==> config.mk <==
export PLATFORM = sky130hd
export DESIGN_NAME = priority_command_queue_unit
export DESIGN_NICKNAME = d
export VERILOG_FILES = /design/src/rtl/core/pcq_pkg.sv /design/src/rtl/core/pcq_ram.sv /design/src/rtl/core/pcq_ctrl.sv /design/src/rtl/core/pcq_datapath.sv /design/src/rtl/core/priority_command_queue_unit.sv
export SDC_FILE = /design/constraint.sdc
export NUM_CORES = 1
export LEC_CHECK = 0
export BUFFER_PORTS_ARGS = -buffer_cell sky130_fd_sc_hd__buf_4
export CORE_ASPECT_RATIO = 1.4
export CORE_MARGIN = 2
export CORE_UTILIZATION = 35
export CTS_CLUSTER_DIAMETER = 200
export CTS_CLUSTER_SIZE = 20
export DETAILED_ROUTE_END_ITERATION = 8
export MAX_ROUTING_LAYER = met4
export SLEW_MARGIN = 20
export SYNTH_ARGS = -nofsm -noshare
export SYNTH_HDL_FRONTEND = slang
export SYNTH_SLANG_ARGS = --single-unit
==> constraint.sdc <==
create_clock -name clock -period 8.3 [get_ports clock]
set_input_delay 1.66 -clock clock [delete_from_list [all_inputs] [get_ports clock]]
set_output_delay 1.66 -clock clock [all_outputs]
set_load 0.05 [all_outputs]
==> src/rtl/core/pcq_pkg.sv <==
// Shared types and constants of the priority command queue.
`timescale 1ns / 1ps

package pcq_pkg;

   // Fixed field widths
   localparam int unsigned PAYLOAD_WIDTH   = 32;
   localparam int unsigned RETRY_WIDTH     = 8;
   localparam int unsigned LIMIT_WIDTH     = 5;
   localparam int unsigned CSR_DATA_WIDTH  = 8;
   localparam int unsigned CSR_INDEX_WIDTH = 1;
   localparam int unsigned ENTRY_WIDTH     = 1 + RETRY_WIDTH + PAYLOAD_WIDTH;
   localparam int unsigned TOTAL_WIDTH     = 32;

   // Default ring size
   localparam int unsigned QUEUE_DEPTH_DEF = 16;

   // Register reset values
   localparam logic [LIMIT_WIDTH-1:0] DEPTH_LIMIT_RESET = 5'd16;
   localparam logic [RETRY_WIDTH-1:0] RETRY_LIMIT_RESET = 8'd3;

   // Register indexes
   localparam logic [CSR_INDEX_WIDTH-1:0] REG_DEPTH_LIMIT = 1'b0;
   localparam logic [CSR_INDEX_WIDTH-1:0] REG_RETRY_LIMIT = 1'b1;

   typedef enum logic [1:0] {
      OP_PUSH  = 2'd0,
      OP_RETRY = 2'd1,
      OP_POP   = 2'd2,
      OP_CLEAR = 2'd3
   } op_type;

   typedef enum logic [1:0] {
      STAT_OK        = 2'd0,
      STAT_FULL      = 2'd1,
      STAT_EMPTY     = 2'd2,
      STAT_EXHAUSTED = 2'd3
   } status_type;

   typedef enum logic [1:0] {
      ST_IDLE,
      ST_EXEC,
      ST_READ
   } state_type;

   // Controller to datapath
   typedef struct packed {
      logic accept;    // latch the request beat
      logic commit;    // execute the latched operation
      logic pop_load;  // capture the popped entry from the ring
   } ctrl_cmd_type;

   // Datapath to controller
   typedef struct packed {
      logic pop_hit;   // latched operation is a pop on a non-empty queue
      logic rsp_busy;  // result register holds a beat that is not taken this cycle
   } dp_status_type;

   // One result beat
   typedef struct packed {
      logic [TOTAL_WIDTH-1:0]   pop_total;
      logic [TOTAL_WIDTH-1:0]   push_total;
      logic                     is_full;
      logic                     is_empty;
      logic [LIMIT_WIDTH-1:0]   fill_level;
      logic [PAYLOAD_WIDTH-1:0] out_payload;
      logic [RETRY_WIDTH-1:0]   out_retry_count;
      logic                     out_is_abort;
      status_type               status;
   } rsp_beat_type;

endpackage

==> src/rtl/core/pcq_ram.sv <==
// Generic single-write, single-read RAM with registered read data.
`timescale 1ns / 1ps

module pcq_ram #(
   parameter int unsigned WIDTH = 8,
   parameter int unsigned DEPTH = 16
) (
   input  logic                     clock,
   input  logic                     wr_en,
   input  logic [$clog2(DEPTH)-1:0] wr_addr,
   input  logic [WIDTH-1:0]         wr_data,
   input  logic                     rd_en,
   input  logic [$clog2(DEPTH)-1:0] rd_addr,
   output logic [WIDTH-1:0]         rd_data
);

   logic [WIDTH-1:0] mem_ff [DEPTH];
   logic [WIDTH-1:0] rd_data_ff;

   // Write port
   always_ff @(posedge clock) begin
      if (wr_en) begin
         mem_ff[wr_addr] <= wr_data;
      end
   end

   // Registered read port, holds when not enabled
   always_ff @(posedge clock) begin
      if (rd_en) begin
         rd_data_ff <= mem_ff[rd_addr];
      end
   end

   assign rd_data = rd_data_ff;

endmodule

==> src/rtl/core/pcq_ctrl.sv <==
// Sequencing state machine of the priority command queue.
`timescale 1ns / 1ps

module pcq_ctrl (
   input  logic                    clock,
   input  logic                    reset,
   input  logic                    req_valid,
   output logic                    req_ready,
   input  pcq_pkg::dp_status_type  dp_status,
   output pcq_pkg::ctrl_cmd_type   cmd
);

   pcq_pkg::state_type state_ff;
   pcq_pkg::state_type state_in;

   // Next state
   always_comb begin
      state_in = state_ff;
      case (state_ff)
         pcq_pkg::ST_IDLE: begin
            if (req_valid) begin
               state_in = pcq_pkg::ST_EXEC;
            end
         end
         pcq_pkg::ST_EXEC: begin
            if (!dp_status.rsp_busy) begin
               state_in = dp_status.pop_hit ? pcq_pkg::ST_READ : pcq_pkg::ST_IDLE;
            end
         end
         pcq_pkg::ST_READ: begin
            state_in = pcq_pkg::ST_IDLE;
         end
         default: begin
            state_in = pcq_pkg::ST_IDLE;
         end
      endcase
   end

   // Outputs
   always_comb begin
      req_ready    = 1'b0;
      cmd.accept   = 1'b0;
      cmd.commit   = 1'b0;
      cmd.pop_load = 1'b0;
      case (state_ff)
         pcq_pkg::ST_IDLE: begin
            req_ready  = 1'b1;
            cmd.accept = req_valid;
         end
         pcq_pkg::ST_EXEC: begin
            cmd.commit = !dp_status.rsp_busy;
         end
         pcq_pkg::ST_READ: begin
            cmd.pop_load = 1'b1;
         end
         default: begin
            req_ready = 1'b0;
         end
      endcase
   end

   always_ff @(posedge clock) begin
      if (reset) begin
         state_ff <= pcq_pkg::ST_IDLE;
      end else begin
         state_ff <= state_in;
      end
   end

endmodule

==> src/rtl/core/pcq_datapath.sv <==
// Ring storage, pointers, totals, limits and result register of the queue.
`timescale 1ns / 1ps

module pcq_datapath #(
   parameter int unsigned QUEUE_DEPTH = pcq_pkg::QUEUE_DEPTH_DEF
) (
   input  logic                                  clock,
   input  logic                                  reset,
   input  pcq_pkg::ctrl_cmd_type                 cmd,
   output pcq_pkg::dp_status_type                dp_status,
   input  logic [1:0]                            req_operation,
   input  logic                                  req_cmd_is_abort,
   input  logic [pcq_pkg::RETRY_WIDTH-1:0]       req_cmd_retry_count,
   input  logic [pcq_pkg::PAYLOAD_WIDTH-1:0]     req_cmd_payload,
   input  logic                                  csr_write,
   input  logic [pcq_pkg::CSR_INDEX_WIDTH-1:0]   csr_index,
   input  logic [pcq_pkg::CSR_DATA_WIDTH-1:0]    csr_data,
   input  logic                                  rsp_ready,
   output logic                                  rsp_valid,
   output pcq_pkg::rsp_beat_type                 rsp_beat
);

   localparam int unsigned LIMIT_W  = pcq_pkg::LIMIT_WIDTH;
   localparam int unsigned LIMIT_MAX = (1 << LIMIT_W) - 1;
   localparam int unsigned MAX_FILL = (QUEUE_DEPTH < LIMIT_MAX) ? QUEUE_DEPTH : LIMIT_MAX;
   localparam int unsigned CNT_W    = $clog2(MAX_FILL + 1);
   localparam int unsigned IDX_W    = $clog2(QUEUE_DEPTH);
   localparam int unsigned SUM_W    = IDX_W + 1;
   localparam int unsigned RW       = pcq_pkg::RETRY_WIDTH;
   localparam int unsigned PW       = pcq_pkg::PAYLOAD_WIDTH;
   localparam int unsigned EW       = pcq_pkg::ENTRY_WIDTH;
   localparam int unsigned TW       = pcq_pkg::TOTAL_WIDTH;

   // Limit registers
   logic [LIMIT_W-1:0] depth_limit_ff;
   logic [RW-1:0]      retry_limit_ff;

   // Latched request
   pcq_pkg::op_type op_ff;
   logic            abort_ff;
   logic [RW-1:0]   retry_ff;
   logic [PW-1:0]   payload_ff;

   // Queue state
   logic [IDX_W-1:0] head_ff, head_in;
   logic [CNT_W-1:0] count_ff, count_in;
   logic [TW-1:0]    push_total_ff, push_total_in;
   logic [TW-1:0]    pop_total_ff, pop_total_in;

   // Result register
   logic                  rsp_valid_ff, rsp_valid_in;
   pcq_pkg::rsp_beat_type rsp_ff, rsp_in;

   // Operation decode
   logic [LIMIT_W-1:0] eff_limit;
   logic               ring_full;
   logic               retry_spent;
   logic               do_insert;
   logic               do_pop;
   logic               do_clear;
   pcq_pkg::status_type op_status;
   logic [IDX_W-1:0]   head_dec;
   logic [IDX_W-1:0]   head_inc;
   logic [SUM_W-1:0]   tail_sum;
   logic [SUM_W-1:0]   tail_wrap;
   logic [IDX_W-1:0]   tail_idx;
   logic [IDX_W-1:0]   head_after;
   logic [CNT_W-1:0]   count_after;
   logic [TW-1:0]      push_after;
   logic [TW-1:0]      pop_after;
   logic [RW-1:0]      store_retry;
   logic [EW-1:0]      wr_entry;
   logic [EW-1:0]      rd_entry;
   logic [IDX_W-1:0]   wr_addr;

   // Effective limit: never above what the ring holds
   assign eff_limit   = (depth_limit_ff > LIMIT_W'(MAX_FILL)) ? LIMIT_W'(MAX_FILL)
                                                             : depth_limit_ff;
   assign ring_full   = LIMIT_W'(count_ff) >= eff_limit;
   assign retry_spent = retry_ff >= retry_limit_ff;

   // Ring index arithmetic
   assign head_dec  = (head_ff == '0) ? IDX_W'(QUEUE_DEPTH - 1) : head_ff - IDX_W'(1);
   assign head_inc  = (head_ff == IDX_W'(QUEUE_DEPTH - 1)) ? '0 : head_ff + IDX_W'(1);
   assign tail_sum  = SUM_W'(head_ff) + SUM_W'(count_ff);
   assign tail_wrap = (tail_sum >= SUM_W'(QUEUE_DEPTH)) ? tail_sum - SUM_W'(QUEUE_DEPTH)
                                                         : tail_sum;
   assign tail_idx  = tail_wrap[IDX_W-1:0];

   // Decide the outcome of the latched operation
   always_comb begin
      op_status = pcq_pkg::STAT_OK;
      do_insert = 1'b0;
      do_pop    = 1'b0;
      do_clear  = 1'b0;
      case (op_ff)
         pcq_pkg::OP_PUSH: begin
            if (ring_full) begin
               op_status = pcq_pkg::STAT_FULL;
            end else begin
               do_insert = 1'b1;
            end
         end
         pcq_pkg::OP_RETRY: begin
            if (retry_spent) begin
               op_status = pcq_pkg::STAT_EXHAUSTED;
            end else if (ring_full) begin
               op_status = pcq_pkg::STAT_FULL;
            end else begin
               do_insert = 1'b1;
            end
         end
         pcq_pkg::OP_POP: begin
            if (count_ff == '0) begin
               op_status = pcq_pkg::STAT_EMPTY;
            end else begin
               do_pop = 1'b1;
            end
         end
         pcq_pkg::OP_CLEAR: begin
            do_clear = 1'b1;
         end
         default: begin
            op_status = pcq_pkg::STAT_OK;
         end
      endcase
   end

   // Queue state after the operation
   always_comb begin
      head_after  = head_ff;
      count_after = count_ff;
      push_after  = push_total_ff;
      pop_after   = pop_total_ff;
      if (do_insert) begin
         if (abort_ff) begin
            head_after = head_dec;
         end
         count_after = count_ff + CNT_W'(1);
         push_after  = push_total_ff + TW'(1);
      end else if (do_pop) begin
         head_after  = head_inc;
         count_after = count_ff - CNT_W'(1);
         pop_after   = pop_total_ff + TW'(1);
      end else if (do_clear) begin
         head_after  = '0;
         count_after = '0;
      end
   end

   assign head_in       = cmd.commit ? head_after  : head_ff;
   assign count_in      = cmd.commit ? count_after : count_ff;
   assign push_total_in = cmd.commit ? push_after  : push_total_ff;
   assign pop_total_in  = cmd.commit ? pop_after   : pop_total_ff;

   // Entry written on insert: abort goes in front of the head, others at the tail
   assign store_retry = (op_ff == pcq_pkg::OP_RETRY) ? retry_ff + RW'(1) : retry_ff;
   assign wr_entry    = {abort_ff, store_retry, payload_ff};
   assign wr_addr     = abort_ff ? head_dec : tail_idx;

   pcq_ram #(
      .WIDTH (EW),
      .DEPTH (QUEUE_DEPTH)
   ) u_ring (
      .clock   (clock),
      .wr_en   (cmd.commit && do_insert),
      .wr_addr (wr_addr),
      .wr_data (wr_entry),
      .rd_en   (cmd.commit && do_pop),
      .rd_addr (head_ff),
      .rd_data (rd_entry)
   );

   // Result register: status and counters on commit, popped entry in the following cycle
   always_comb begin
      rsp_in = rsp_ff;
      if (cmd.commit) begin
         rsp_in.status          = op_status;
         rsp_in.out_is_abort    = 1'b0;
         rsp_in.out_retry_count = '0;
         rsp_in.out_payload     = '0;
         rsp_in.fill_level      = LIMIT_W'(count_after);
         rsp_in.is_empty        = (count_after == '0);
         rsp_in.is_full         = LIMIT_W'(count_after) >= eff_limit;
         rsp_in.push_total      = push_after;
         rsp_in.pop_total       = pop_after;
      end else if (cmd.pop_load) begin
         rsp_in.out_is_abort    = rd_entry[EW-1];
         rsp_in.out_retry_count = rd_entry[PW +: RW];
         rsp_in.out_payload     = rd_entry[PW-1:0];
      end
   end

   // Raise valid when the beat is complete, drop it when taken
   always_comb begin
      rsp_valid_in = rsp_valid_ff;
      if ((cmd.commit && !do_pop) || cmd.pop_load) begin
         rsp_valid_in = 1'b1;
      end else if (rsp_ready) begin
         rsp_valid_in = 1'b0;
      end
   end

   assign dp_status.pop_hit  = do_pop;
   assign dp_status.rsp_busy = rsp_valid_ff && !rsp_ready;

   // Control registers
   always_ff @(posedge clock) begin
      if (reset) begin
         depth_limit_ff <= pcq_pkg::DEPTH_LIMIT_RESET;
         retry_limit_ff <= pcq_pkg::RETRY_LIMIT_RESET;
         head_ff        <= '0;
         count_ff       <= '0;
         push_total_ff  <= '0;
         pop_total_ff   <= '0;
         rsp_valid_ff   <= 1'b0;
      end else begin
         head_ff       <= head_in;
         count_ff      <= count_in;
         push_total_ff <= push_total_in;
         pop_total_ff  <= pop_total_in;
         rsp_valid_ff  <= rsp_valid_in;
         if (csr_write) begin
            case (csr_index)
               pcq_pkg::REG_DEPTH_LIMIT: depth_limit_ff <= csr_data[LIMIT_W-1:0];
               pcq_pkg::REG_RETRY_LIMIT: retry_limit_ff <= csr_data[RW-1:0];
               default: begin
                  depth_limit_ff <= depth_limit_ff;
               end
            endcase
         end
      end
   end

   // Payload registers
   always_ff @(posedge clock) begin
      if (cmd.accept) begin
         op_ff      <= pcq_pkg::op_type'(req_operation);
         abort_ff   <= req_cmd_is_abort;
         retry_ff   <= req_cmd_retry_count;
         payload_ff <= req_cmd_payload;
      end
      rsp_ff <= rsp_in;
   end

   assign rsp_valid = rsp_valid_ff;
   assign rsp_beat  = rsp_ff;

endmodule

==> src/rtl/core/priority_command_queue_unit.sv <==
// Top level of the priority command queue: stream ports, controller and datapath.
`timescale 1ns / 1ps

// A bounded command queue kept in a ring RAM of QUEUE_DEPTH entries. Each request
// beat carries one operation (push, retry, pop, clear) and yields exactly one
// response beat with the status, the popped entry (zero unless a pop succeeds),
// the fill level after the operation and the running push and pop totals. Abort
// commands are inserted ahead of the head; all others go to the tail. Requests
// are taken one at a time: after acceptance the operation executes as soon as
// no earlier response is left waiting, and a successful pop then passes through
// a read state to capture its entry, because the ring RAM has a registered read
// port; the controller then returns to idle, so the next request is not taken
// before the last one is through. A response waiting on rsp_tready does not
// block acceptance of the next request. Limit registers are written through
// the csr port, which is always ready and should only be used while the queue
// is idle.
module priority_command_queue_unit #(
   parameter int unsigned QUEUE_DEPTH = pcq_pkg::QUEUE_DEPTH_DEF
) (
   input  logic                                 clock,
   input  logic                                 reset,
   // Request stream
   input  logic                                 req_tvalid,
   output logic                                 req_tready,
   // [7:0] cmd_retry_count, [39:8] cmd_payload
   input  logic [39:0]                          req_tdata,
   // [1:0] operation, [2] cmd_is_abort
   input  logic [2:0]                           req_tuser,
   // Response stream
   output logic                                 rsp_tvalid,
   input  logic                                 rsp_tready,
   // [0] out_is_abort, [8:1] out_retry_count, [40:9] out_payload,
   // [45:41] fill_level, [46] is_empty, [47] is_full,
   // [79:48] push_total, [111:80] pop_total
   output logic [111:0]                         rsp_tdata,
   // [1:0] status
   output logic [1:0]                           rsp_tuser,
   // Register write port
   input  logic                                 csr_valid,
   output logic                                 csr_ready,
   input  logic [pcq_pkg::CSR_INDEX_WIDTH-1:0]  csr_index,
   input  logic [pcq_pkg::CSR_DATA_WIDTH-1:0]   csr_data
);

   pcq_pkg::ctrl_cmd_type  cmd;
   pcq_pkg::dp_status_type dp_status;
   pcq_pkg::rsp_beat_type  rsp_beat;

   assign csr_ready = 1'b1;

   pcq_ctrl u_ctrl (
      .clock     (clock),
      .reset     (reset),
      .req_valid (req_tvalid),
      .req_ready (req_tready),
      .dp_status (dp_status),
      .cmd       (cmd)
   );

   pcq_datapath #(
      .QUEUE_DEPTH (QUEUE_DEPTH)
   ) u_datapath (
      .clock               (clock),
      .reset               (reset),
      .cmd                 (cmd),
      .dp_status           (dp_status),
      .req_operation       (req_tuser[1:0]),
      .req_cmd_is_abort    (req_tuser[2]),
      .req_cmd_retry_count (req_tdata[7:0]),
      .req_cmd_payload     (req_tdata[39:8]),
      .csr_write           (csr_valid && csr_ready),
      .csr_index           (csr_index),
      .csr_data            (csr_data),
      .rsp_ready           (rsp_tready),
      .rsp_valid           (rsp_tvalid),
      .rsp_beat            (rsp_beat)
   );

   // Pack the response beat
   assign rsp_tdata = {rsp_beat.pop_total,
                       rsp_beat.push_total,
                       rsp_beat.is_full,
                       rsp_beat.is_empty,
                       rsp_beat.fill_level,
                       rsp_beat.out_payload,
                       rsp_beat.out_retry_count,
                       rsp_beat.out_is_abort};
   assign rsp_tuser = rsp_beat.status;

`ifndef SYNTH
   // Empty flag agrees with the fill level
   assert property (@(posedge clock) disable iff (reset)
      rsp_tvalid |-> (rsp_beat.is_empty == (rsp_beat.fill_level == '0)))
      else $error("is_empty disagrees with fill_level");

   // Entry fields are zero unless the beat reports success
   assert property (@(posedge clock) disable iff (reset)
      (rsp_tvalid && rsp_beat.status != pcq_pkg::STAT_OK) |->
      (!rsp_beat.out_is_abort && rsp_beat.out_retry_count == '0 &&
       rsp_beat.out_payload == '0))
      else $error("failed operation returned entry data");

   // A full status always comes with is_full set
   assert property (@(posedge clock) disable iff (reset)
      (rsp_tvalid && rsp_beat.status == pcq_pkg::STAT_FULL) |-> rsp_beat.is_full)
      else $error("full status without is_full");

   // One request at a time: no acceptance right after an acceptance
   assert property (@(posedge clock) disable iff (reset)
      (req_tvalid && req_tready) |=> !req_tready)
      else $error("request accepted while another is executing");
`endif

endmodule
==> results summary, run 1 <==
The flow ran to the end, and the final reports show no timing, DRC or antenna violations. The post-route cell area is 41,600 µm². The worst pin sits at a relative slew slack of 30.1%. The number of warnings printed during yosys synthesis is 0. The final route contains 19.0k vias. Setup repair after global routing left no endpoint under its margin. The initial antenna violation count came to 1. The routed wire length is 84.0 mm. The per-instance average area after synthesis is 17.9 µm². The total placed cells including tap cells came out at 3,519. The remaining global-route overflow is 0. On the final layout, the worst hold slack is 459 ps. The count of final setup violators came out at 0.

The layout has 9,226 filler cells. Among all flip-flop cells after synthesis, the most frequent one is sky130_fd_sc_hd__edfxtp_1. For the pin with the worst max-slew slack, the measured transition is 1050 ps. The endpoint kind of the worst setup timing path is a flip-flop.

In this run the number of H-tree levels came out at 2. The number of max-slew violations in the final report came to 0. The number of I/O pins came out at 174. The maximum buffer depth of the clock tree is 3.

The post-route clock period utilization came out at 57.3%. The setup path with the least slack is of type reg -> reg. Yosys mapped a number of flops with a built-in enable equal to 813.

The number of global-route vias before repair came to 19.4k. The synthesized netlist net count is 2,146. sky130_fd_sc_hd__edfxtp_1 takes more of the synthesized area than any other cell. By area the synthesized netlist is led by sky130_fd_sc_hd__edfxtp_1 (66%), sky130_fd_sc_hd__mux4_2 (13%), sky130_fd_sc_hd__dfxtp_1 (7.1%), sky130_fd_sc_hd__nand2_1 (1.8%), sky130_fd_sc_hd__xor2_1 (1.4%). The mean number of vias per cell came out at 5.26. The number of design rule violations left after detail routing is 0. The sequential cell area fraction in the yosys report is 73.3%. In the synthesized netlist, the number of instances is 2,060. The first routing iteration left 1,702 violations.

The vertical die dimension came out at 388 µm. The post-route netlist has 23.1% of its cells at a drive strength greater than 1. The number of clock buffers inserted by TritonCTS came out at 53. The worst hold path passes through 2 cells. The largest vdd supply drop came out at 0.194 mV. 0 antenna diodes ended up in the layout.

The placement row count is 140. The endpoint required time on the critical path came out at 8620 ps. The share of the core filled with cells in the final layout is 39.9%. The clock slew at the register clock pins of the worst setup and hold paths came out at 90 ps. The cell area that synthesis handed to floorplanning was 36,900 µm².

The worst-case setup slack after placement is 2360 ps. The area share of the largest cell type after synthesis came out at 66.2%. The path class of the tightest hold or removal check is reg -> reg.

The proportion of synthesized flip-flops having asynchronous set or reset came out at 0%. The area of the placeable core came out at 104,000 µm². Static timing analysis puts the maximum clock frequency at 0.210 GHz. The post-synthesis register bit count came out at 943. The global placer's final weighted congestion came out at 0.871. Summing all flip-flop and latch instances after layout gives 27,000 µm². Summing all placed instances gives a cell area of 40,000 µm². The total iterations of the first detailed-routing run is 5. The TritonCTS clock tree is yes. The cell leakage power is 13.2 nW.

Detailed placement finished with a half-perimeter wire length of 54.2 mm. The number of buffer cells added on primary ports came out at 172. The clock latency of the later-clocked register in the worst-skew pair came out at 660 ps. In this run, post-CTS hold repair placed 0 buffers. The number of setup buffers added after CTS is 0. The effective utilization at floorplan is 35.4%. The startpoint class of the critical path is a flip-flop. Leaving out filler cells and counting taps, the final layout contains 3,620.

The post-route minimum period is 4750 ps. The area of the die is 108,000 µm². The global-route wire length before repair is 126 mm. The highest net fanout along the worst path came out at 36. The number of nets in the layout came out at 2,312. The worst setup margin came out at 3550 ps.

The worst register-to-register path has a depth of 8. The floorplan step set the die width to 278 µm. The post-route antenna net violation count is 0. The worst setup skew after layout is 17.7 ps. The synthesized netlist contains 68 unique library cells. Summing all multi-input logic gate instances after layout gives 9500 µm². The count of max-cap constraint violations came out at 0.

The average wire per cell in the routed design is 23.2 µm. The tree is rooted in a sky130_fd_sc_hd__clkbuf_16. The number of endpoints with negative hold slack in the final report came out at 0. The area growth from synthesis to layout came out at 12.9%. STA puts the critical path data arrival time at 5070 ps. The maximum number of pins on one net before global-route repair came out at 122. Once the clock tree was built, the resizer swapped 0 gates to a different size. After routing, the total negative slack on setup checks comes to 0 ps. The post-route total power is 8.40 mW. In the global route stage, overall resource usage came out at 15.8%. The sink count of the clock tree is 943.

The ratio of total power to cell area came out at 202 nW/µm².
state kept, by name, summed over array words and instances, names as in the netlist, 5 cells and up:
| register | flops |
|---|---|
| u_datapath.u_ring.mem_ff | 656 |
| u_datapath.retry_limit_ff | 8 |
| u_datapath.rsp_beat | 114 |
| u_datapath.u_ring.rd_data | 41 |
| u_datapath.count_ff | 5 |
| u_datapath.payload_ff | 32 |
| u_datapath.retry_ff | 8 |
| u_datapath.depth_limit_ff | 5 |
| u_datapath.pop_total_ff | 32 |
| u_datapath.push_total_ff | 32 |
final timing paths:
kind	start	endpoint	slack (ps)
worst max-delay path	u_datapath.count_ff[2]	u_datapath.u_ring.mem_ff[0][5]	3550
worst min-delay path	u_datapath.rsp_beat[13]	u_datapath.rsp_beat[13]	460
worst min register to register	u_datapath.rsp_beat[13]	u_datapath.rsp_beat[13]	460
worst max register to register	u_datapath.count_ff[2]	u_datapath.u_ring.mem_ff[0][5]	3550
logic make-up after synthesis:
kind of cell | Yosys count | share of synthesized area (%)
other cells | 1 | 0.0102
flops | 943 | 73.3
compound gates | 168 | 2.73
fa+ha+maj | 29 | 1.00
buf+inv | 130 | 1.38
simple gates | 461 | 6.08
xor+xnor | 112 | 2.66
mux | 216 | 12.8
critical path, stage by stage, from the launching register on:
cell                      delay [ps]
sky130_fd_sc_hd__dfxtp_1         600
sky130_fd_sc_hd__ha_1            330
sky130_fd_sc_hd__a211o_1         260
sky130_fd_sc_hd__a31oi_1         270
sky130_fd_sc_hd__o211a_1         560
sky130_fd_sc_hd__nand3_2         630
sky130_fd_sc_hd__or3_1           730
sky130_fd_sc_hd__nor2_4          540
sky130_fd_sc_hd__buf_4           440
where the power goes:
group          internal, mW  switching [mW]
Clock                  1.23            1.51
Sequential             5.20          0.0786
Combinational         0.142           0.241
cell type report:
type                       instances  share of cell area [%]
timing repair buffer             211                    4.10
clock inverter                     4                   0.213
inverter                          30                   0.286
clock buffer                      96                    3.57
sequential                       943                    64.9
tap                             1349                    4.06
multi-input combinational        987                    22.8
synth_stat cells, types with 11 or more instances:
cell	count
sky130_fd_sc_hd__a21oi_1	86
sky130_fd_sc_hd__inv_1	28
sky130_fd_sc_hd__or3_1	17
sky130_fd_sc_hd__nand2_1	173
sky130_fd_sc_hd__xnor2_1	54
sky130_fd_sc_hd__and3_1	11
sky130_fd_sc_hd__clkbuf_1	65
sky130_fd_sc_hd__dfxtp_1	130
sky130_fd_sc_hd__nand4_1	26
sky130_fd_sc_hd__edfxtp_1	813
sky130_fd_sc_hd__o21ai_0	25
sky130_fd_sc_hd__buf_1	22
sky130_fd_sc_hd__xor2_1	58
sky130_fd_sc_hd__ha_1	28
sky130_fd_sc_hd__mux4_2	205
sky130_fd_sc_hd__nand3_1	32
sky130_fd_sc_hd__nor2_1	106
sky130_fd_sc_hd__nor3_1	29
sky130_fd_sc_hd__or4_1	12
layout by cell type (no fill, tap or decap), types with 17 or more instances in the layout:
cell type	synthesis	final
sky130_fd_sc_hd__inv_1	28	28
sky130_fd_sc_hd__nor2_4	0	17
sky130_fd_sc_hd__xor2_1	58	57
sky130_fd_sc_hd__buf_4	1	203
sky130_fd_sc_hd__mux4_2	205	205
sky130_fd_sc_hd__dfxtp_1	130	127
sky130_fd_sc_hd__nand2_1	173	173
sky130_fd_sc_hd__a21oi_1	86	86
sky130_fd_sc_hd__clkbuf_1	65	43
sky130_fd_sc_hd__nand3_1	32	31
sky130_fd_sc_hd__edfxtp_1	813	813
sky130_fd_sc_hd__xnor2_1	54	52
sky130_fd_sc_hd__ha_1	28	28
sky130_fd_sc_hd__or3_1	17	17
sky130_fd_sc_hd__nor2_1	106	88
sky130_fd_sc_hd__o21ai_0	25	25
sky130_fd_sc_hd__nor3_1	29	28
sky130_fd_sc_hd__clkbuf_16	0	53
sky130_fd_sc_hd__nand4_1	26	26
metal layers:
| metal | vias up | GRT usage, % | wire [µm] |
|---|---|---|---|
| li1 | 8387 | - | - |
| met1 | 9981 | 21.4 | 36600 |
| met2 | 557 | 25.3 | 40800 |
| met3 | 99 | 2.07 | 4410 |
| met4 | 0 | 4.34 | 2150 |
| met5 | - | - | 0 |
(Power assumes the default switching activity.)
==> inputs of run 2 (changes only) <==
==> constraint.sdc (replaced) <==
create_clock -name clock -period 4.9 [get_ports clock]
set_input_delay 0.98 -clock clock [delete_from_list [all_inputs] [get_ports clock]]
set_output_delay 0.98 -clock clock [all_outputs]
set_load 0.05 [all_outputs]
==> run 2 against run 1 <==
Non-clock buffer count increased by 1. Clock skew is 11 ps higher. Critical path type unchanged. Largest power group unchanged. Sequential share of layout area down 0.070 points. Flip-flop and latch count is the same. Worst hold slack is essentially flat. Register-to-register slack got worse by 2800 ps. Cell area grew 0.11%.
==> results summary, run 2 (same netlist as run 1, synthesis figures left out) <==
The number of flip-flops under the largest register name came out at 656 (unchanged). The proportion of power drawn by the clock network is 32.7% (about the same). The critical path arrival is 4440 ps (-630 ps). The maximum buffer depth of the clock tree is 3 (unchanged).

The final-layout setup total negative slack came out at 0 ps (unchanged). Walking the worst path, the cells encountered are inv_1 > nand2_1 > ha_1 > a211o_1 > a31oi_1 > o211a_1 > nand3_1 > buf_4 > or3_1 > nor2_4 > buf_4. The register ranked first by flip-flop count is u_datapath.u_ring.mem_ff. The number of endpoints with negative hold slack in the final report is 0 (unchanged). The via count is 18.8k (-1.4%). TritonCTS built the clock tree.

The width of the chip is 278 µm (unchanged). The worst hold path belongs to the class reg -> reg. The remaining global-route overflow came out at 0 (unchanged).

The number of design rule violations left after detail routing came out at 0 (unchanged). The vertical die dimension came out at 388 µm (unchanged). The switching part of the total is 21.7% (-0.096 points). After detailed routing, no signal wire sits above met4. The endpoint required time on the critical path came to 5170 ps (-3450 ps).

The number of buffer cells added on primary ports is 172 (unchanged). The cell-internal power came out at 11.1 mW (+69%). The total placed cells including tap cells came out at 3,520 (+0.028%). The most numerous cell type found on the critical path is sky130_fd_sc_hd__buf_4.

The cell depth of the worst min-delay path is 2 (unchanged). The combined global-route utilization of all metal layers came out at 16.1% (+0.22 points). The post-cts hold buffer count is 0 (unchanged). The post-route non-filler standard cell count was 3,621 (+0.028%). The number of setup buffers added after CTS came out at 0 (unchanged). The post-route total power is 14.2 mW (+69%). The count of final setup violators is 0 (unchanged).

The global-route wire length before repair is 127 mm (+0.59%). The sink count of the clock tree came out at 943 (unchanged). The highest net fanout along the worst path came to 37 (+2.8%).

The worst setup path is launched from a flip-flop. The average wire per cell in the routed design is 23.5 µm (+1.3%). The share of cells above drive strength 1 is 23.1% (-0.054 points). The number of cells on the worst reg-to-reg path is 11 (+3). The power share of the sequential group is 62.7% (about the same). The ratio of total power to cell area is 341 nW/µm² (+69%).

The post-route minimum period is 4170 ps (-581 ps). The total iterations of the first detailed-routing run came out at 5 (unchanged). The clock latency of the later-clocked register in the worst-skew pair is 650 ps (about the same). The antenna diode instance count is 0 (unchanged). The routed wire length is 85.1 mm (+1.3%).

Setup repair after global routing left no endpoint under its margin. The placement row count came out at 140 (unchanged). The transition at the pin with the smallest max-transition slack came to 1090 ps (+46.0 ps). The detailed router's first-iteration violation count came to 1,466 (-14%). The number of max-slew violations in the final report is 0 (unchanged). The initial antenna violation count is 0 (-1). The mean number of vias per cell came out at 5.18 (-1.4%). The relative slew slack is 27.0% (-3.1 points). The worst setup skew after layout is 28.8 ps (+11.1 ps). The post-route antenna net violation count came to 0 (unchanged).

The global placer's final weighted congestion was 0.864 (-0.78%). The routed metal-1 wirelength is 34.0 mm (-7.1%). The slowest stage of the critical path is the sky130_fd_sc_hd__buf_4 cell. The count of max-cap constraint violations is 0 (unchanged). The number of clock buffers inserted by TritonCTS came out at 53 (unchanged). The area growth from synthesis to layout is 13.1%.

The wire length on met2 came to 45.6 mm (+12%). The area of the die is 108,000 µm² (unchanged). The number of I/O pins is 174 (unchanged).

The longest individual stage delay on the worst path came out at 590 ps (-140 ps). The effective utilization at floorplan came out at 35.4% (unchanged). The total met3 wirelength after detailed routing is 4.04 mm (-8.5%). The upper clock frequency limit came out at 0.240 GHz (+14%). The cell sitting at the root of the clock tree is a sky130_fd_sc_hd__clkbuf_16. Leaving out fill and tap cells, the most frequent cell in the layout is sky130_fd_sc_hd__edfxtp_1. The maximum number of pins on one net before global-route repair is 168 (+38%). The worst setup path is captured at a flip-flop.

The number of nets in the layout came out at 2,313 (+0.043%). The run finished with clean final reports. The cell leakage power is 13.2 nW (about the same). The critical path is of the reg -> reg type. The count of cells resized by post-cts repair came out at 0 (unchanged). The number of global-route vias before repair came out at 19.3k (-0.74%).

The relative contribution of combinational cells to total power is 4.6% (about the same). The area of the placeable core is 104,000 µm² (unchanged). The number of H-tree branching levels is 2 (unchanged). The post-route clock period utilization is 85.1% (+28 points).

The largest vdd supply drop came out at 0.247 mV (+28%). The clock slew at the register clock pins of the worst setup and hold paths is 90 ps (about the same). The placed wire-length estimate is 51.2 mm (-5.5%). The top cell types in the final layout, fill and taps aside, are sky130_fd_sc_hd__edfxtp_1 (813), sky130_fd_sc_hd__mux4_2 (205), sky130_fd_sc_hd__buf_4 (195). The power spent charging and discharging nets is 3.08 mW (+68%).
## run 2: cell count changes in the layout (fill, tap and decap cells not counted), moves of 2 or more
cell / before / now
sky130_fd_sc_hd__buf_16: 3 / 0
sky130_fd_sc_hd__buf_12: 5 / 16
sky130_fd_sc_hd__buf_4: 203 / 195
sky130_fd_sc_hd__clkinv_16: 2 / 0
## run 2: final cells by class
cell class	count	area (µm²)
fillers	9325	62600
flip-flops and latches	943	27000
multi-input cells	987	9490
repair buffers	212	1800
well taps	1349	1690
clock buffers	96	1490
inverters	30	119
clock inverters	4	57.6
## run 2: final timing paths
check	to	start	slack [ps]
setup / recovery	u_datapath.u_ring.mem_ff[5][9]	u_datapath.depth_limit_ff[4]	730
hold / removal	u_datapath.rsp_beat[37]	u_datapath.rsp_beat[37]	460
setup reg to reg	u_datapath.u_ring.mem_ff[5][9]	u_datapath.depth_limit_ff[4]	730
hold reg to reg	u_datapath.rsp_beat[37]	u_datapath.rsp_beat[37]	460
## run 2: metal layers
layer | up-vias | global-route usage [%]
met3 | 88 | 1.97
met5 | - | -
met1 | 9787 | 19.5
met4 | 0 | 3.38
met2 | 483 | 28.7
li1 | 8408 | -
## run 2: metrics by stage
step / instance area (µm²) / util (%) / hold slack, ps / setup slack, ps
after floorplan: 36900 / - / 436 / 453
after global placement: 40100 / 38.5 / 451 / 716
after detailed placement: 40100 / 38.5 / 449 / 758
after CTS: 41600 / 40.0 / 441 / 690
after global routing: 41700 / 40.0 / 451 / 484
final: 41700 / 40.0 / 459 / 728
## run 2: power by group through the flow
stage | Clock (mW) | Sequential [mW] | Combinational (mW)
final | 4.65 | 8.91 | 0.653
after global routing | 5.06 | 8.92 | 0.706
after CTS | 4.81 | 8.91 | 0.666
after detailed placement | 0 | 9.09 | 0.664
after global placement | 0 | 9.08 | 0.657
after floorplan | 0 | 9.11 | 0.364
## run 2: worst max-delay path: cells and delay by family (launching register included)
family | cells | cell delay [ps]
compound gates | 3 | 1100
simple gates | 4 | 1000
buf+inv | 3 | 990
flops | 1 | 340
fa+ha+maj | 1 | 310
==> inputs of run 3 (changes only) <==
--- a/config.mk
+++ b/config.mk
@@ -5,7 +5,7 @@
 export SDC_FILE = /design/constraint.sdc
 export NUM_CORES = 1
 export LEC_CHECK = 0
-export BUFFER_PORTS_ARGS = -buffer_cell sky130_fd_sc_hd__buf_4
+export BUFFER_PORTS_ARGS = -buffer_cell sky130_fd_sc_hd__buf_2
 export CORE_ASPECT_RATIO = 1.4
 export CORE_MARGIN = 2
 export CORE_UTILIZATION = 35
==> run 3 against run 2 <==
Worst hold slack worse by 1.7 ps. Cell count rose by 0.25%. Setup slack got worse by 13 ps. Critical path type unchanged. Flip-flop and latch count unchanged. Combinational power is 3.7% lower. First-iteration DRC count increased by 5.2%. Critical path depth down 2. Clock-buffer cell count did not move. Via count rose by 0.87%. Clock skew decreased by 0.70 ps. Register-to-register slack hardly changed.
==> results summary, run 3 (same netlist as run 1, synthesis figures left out) <==
The setup slack on the worst flop-to-flop path was 720 ps (about the same). The upper clock frequency limit was 0.239 GHz (-0.32%). The cell leakage power came out at 13.2 nW (-0.13%).

The critical path is of the reg -> reg type. The worst hold path begins at u_datapath.rsp_beat[22]. The class of the worst hold path is reg -> reg. The number of clock buffers inserted by TritonCTS came to 53 (unchanged). The path with the worst hold slack has its endpoint at u_datapath.rsp_beat[22]. The average wire per cell in the routed design is 23.4 µm (-0.41%).

The post-route total power came to 14.2 mW (about the same). The number of global-route vias before repair is 19.6k (+1.6%). The transition at the pin with the smallest max-transition slack is 1150 ps (+58.6 ps). The sink count of the clock tree was 943 (unchanged). The endpoint required time on the critical path is 5230 ps (+60 ps). The number of max-slew violations in the final report came to 0 (unchanged). The area of the die came out at 108,000 µm² (unchanged). The highest net fanout along the worst path is 36 (-2.7%). The number of buffer cells added on primary ports came out at 172 (unchanged).

The clock latency of the later-clocked register in the worst-skew pair was 650 ps (about the same). The register ranked first by flip-flop count is u_datapath.u_ring.mem_ff. In this run the critical register-to-register path is captured at u_datapath.u_ring.mem_ff[0][4]. The share of cells above drive strength 1 was 23.4% (+0.35 points).

The count of max-cap constraint violations was 0 (unchanged). The largest vdd supply drop came out at 0.284 mV (+15%). The area growth from synthesis to layout is 12.0%.

The placed wire-length estimate is 51.5 mm (+0.55%). The area of the placeable core is 104,000 µm² (unchanged). The via count came out at 18.9k (+0.87%). TritonCTS built the clock tree. The post-route antenna net violation count is 0 (unchanged). The post-cts hold buffer count is 0 (unchanged). The number of I/O pins is 174 (unchanged). The number of H-tree branching levels is 2 (unchanged). The number of endpoints with negative hold slack in the final report came out at 0 (unchanged).

The number of design rule violations left after detail routing came out at 0 (unchanged). The detailed router's first-iteration violation count came out at 1,542 (+5.2%). The worst setup margin came out at 715 ps (-13.4 ps). The post-route minimum period is 4180 ps (+13.4 ps). The total iterations of the first detailed-routing run came out at 5 (unchanged). The worst-case setup slack after placement is 758 ps (+0.322 ps).

The post-route clock period utilization is 85.4% (+0.27 points). The remaining global-route overflow is 0 (unchanged). The effective utilization at floorplan came out at 35.4% (unchanged). The placement row count came out at 140 (unchanged). The commonest non-fill, non-tap cell in the layout is sky130_fd_sc_hd__edfxtp_1. The number of cells on the worst reg-to-reg path is 9 (-2). The combined global-route utilization of all metal layers came to 16.1% (+0.036 points). The routed wire length came out at 85.0 mm (-0.16%). The count of final setup violators is 0 (unchanged).

The global placer's final weighted congestion came to 0.849 (-1.8%). The worst setup skew after layout is 28.1 ps (-0.704 ps). The cell depth of the worst min-delay path is 2 (unchanged). The run finished with clean final reports. The library cells used most frequently in the layout, excluding fill and tap cells, are sky130_fd_sc_hd__edfxtp_1 (813), sky130_fd_sc_hd__mux4_2 (205), sky130_fd_sc_hd__nand2_1 (173). The maximum buffer depth of the clock tree is 3 (unchanged). The maximum number of pins on one net before global-route repair came out at 142 (-15%). The clock slew at the register clock pins of the worst setup and hold paths came out at 100 ps (about the same).

The startpoint class of the critical path is a flip-flop. The initial antenna violation count was 0 (unchanged). The number of flip-flops under the largest register name came to 656 (unchanged). The number of setup buffers added after CTS came out at 0 (unchanged). The ratio of total power to cell area is 344 nW/µm² (+0.86%). The vertical die dimension came out at 388 µm (unchanged).

The mean number of vias per cell came out at 5.21 (+0.62%). The critical path arrival is 4520 ps (+80 ps). The width of the chip is 278 µm (unchanged).

The final-layout setup total negative slack is 0 ps (unchanged). The relative slew slack came to 23.1% (-3.9 points). The worst-case hold slack came out at 458 ps (-1.66 ps).

The root buffer cell chosen for the clock tree is sky130_fd_sc_hd__clkbuf_16. The count of cells resized by post-cts repair came out at 0 (unchanged). The number of nets in the layout came to 2,323 (+0.43%). The worst setup path is captured at a flip-flop. Setup repair after global routing left no endpoint under its margin. The share of the core filled with cells in the final layout is 39.6% (-0.36 points). The fill cell instance count of the final layout came to 9,294 (-0.33%). The antenna diode instance count came out at 0 (unchanged). The global-route wire length before repair is 127 mm (+0.64%). The worst register-to-register path begins at u_datapath.count_ff[2].
[run 3: cell count changes in the layout (fill, tap and decap cells not counted), sizes merged]
cell,before,now
buf,212,222
clkinv,1,3
inv,33,30
[run 3: how the worst max path moves through the flow]
stage	from	to	slack, ps	cells past startpoint
after floorplan	req_tvalid	u_datapath.abort_ff	450	2
after global placement	u_datapath.depth_limit_ff[4]	u_datapath.u_ring.mem_ff[0][14]	760	11
after detailed placement	u_datapath.count_ff[2]	u_datapath.u_ring.mem_ff[0][15]	760	9
after CTS	u_datapath.count_ff[2]	u_datapath.u_ring.mem_ff[0][4]	720	9
after global routing	u_datapath.depth_limit_ff[4]	u_datapath.u_ring.mem_ff[0][4]	510	11
final	u_datapath.count_ff[2]	u_datapath.u_ring.mem_ff[0][4]	720	9
[run 3: power breakdown]
group          switching (mW)  leakage (nW)  internal [mW]
Sequential              0.114          8.50           8.80
Combinational           0.409          3.99          0.221
Clock                    2.57         0.732           2.08
[run 3: critical path, stage by stage, from the launching register on]
cell and delay [ps]:
sky130_fd_sc_hd__dfxtp_1 570, sky130_fd_sc_hd__ha_1 320, sky130_fd_sc_hd__a211o_1 250, sky130_fd_sc_hd__a31oi_1 320, sky130_fd_sc_hd__o211a_1 560, sky130_fd_sc_hd__nand3_1 130
sky130_fd_sc_hd__buf_4 260, sky130_fd_sc_hd__or3_1 520, sky130_fd_sc_hd__nor2_4 600, sky130_fd_sc_hd__buf_12 310
[run 3: final cells by class]
cell class                 instances  area (µm²)  share of cell area, %
sequential                       943       27000                   65.5
inverter                          30         119                  0.288
clock inverter                     3        66.3                  0.161
timing repair buffer             222        1410                   3.41
tap                             1349        1690                   4.09
clock buffer                      96        1490                   3.60
multi-input combinational        987        9500                   23.0
[run 3: stage by stage]
stage,area (µm²),instances
floorplan,36900,2060
finish,41300,3630
global placement,39700,3531
detailed placement,39700,3531
global route,41300,3630
CTS,41300,3630
[run 3: metal layers]
metal  vias to the layer above  global-route usage [%]  share of wire, %
li1                       8429                       -                 -
met1                      9887                    19.9                41
met2                       525                    28.3                53
met3                        88                    1.83               4.4
met4                         0                    3.71               1.8
met5                         -                       -                 0
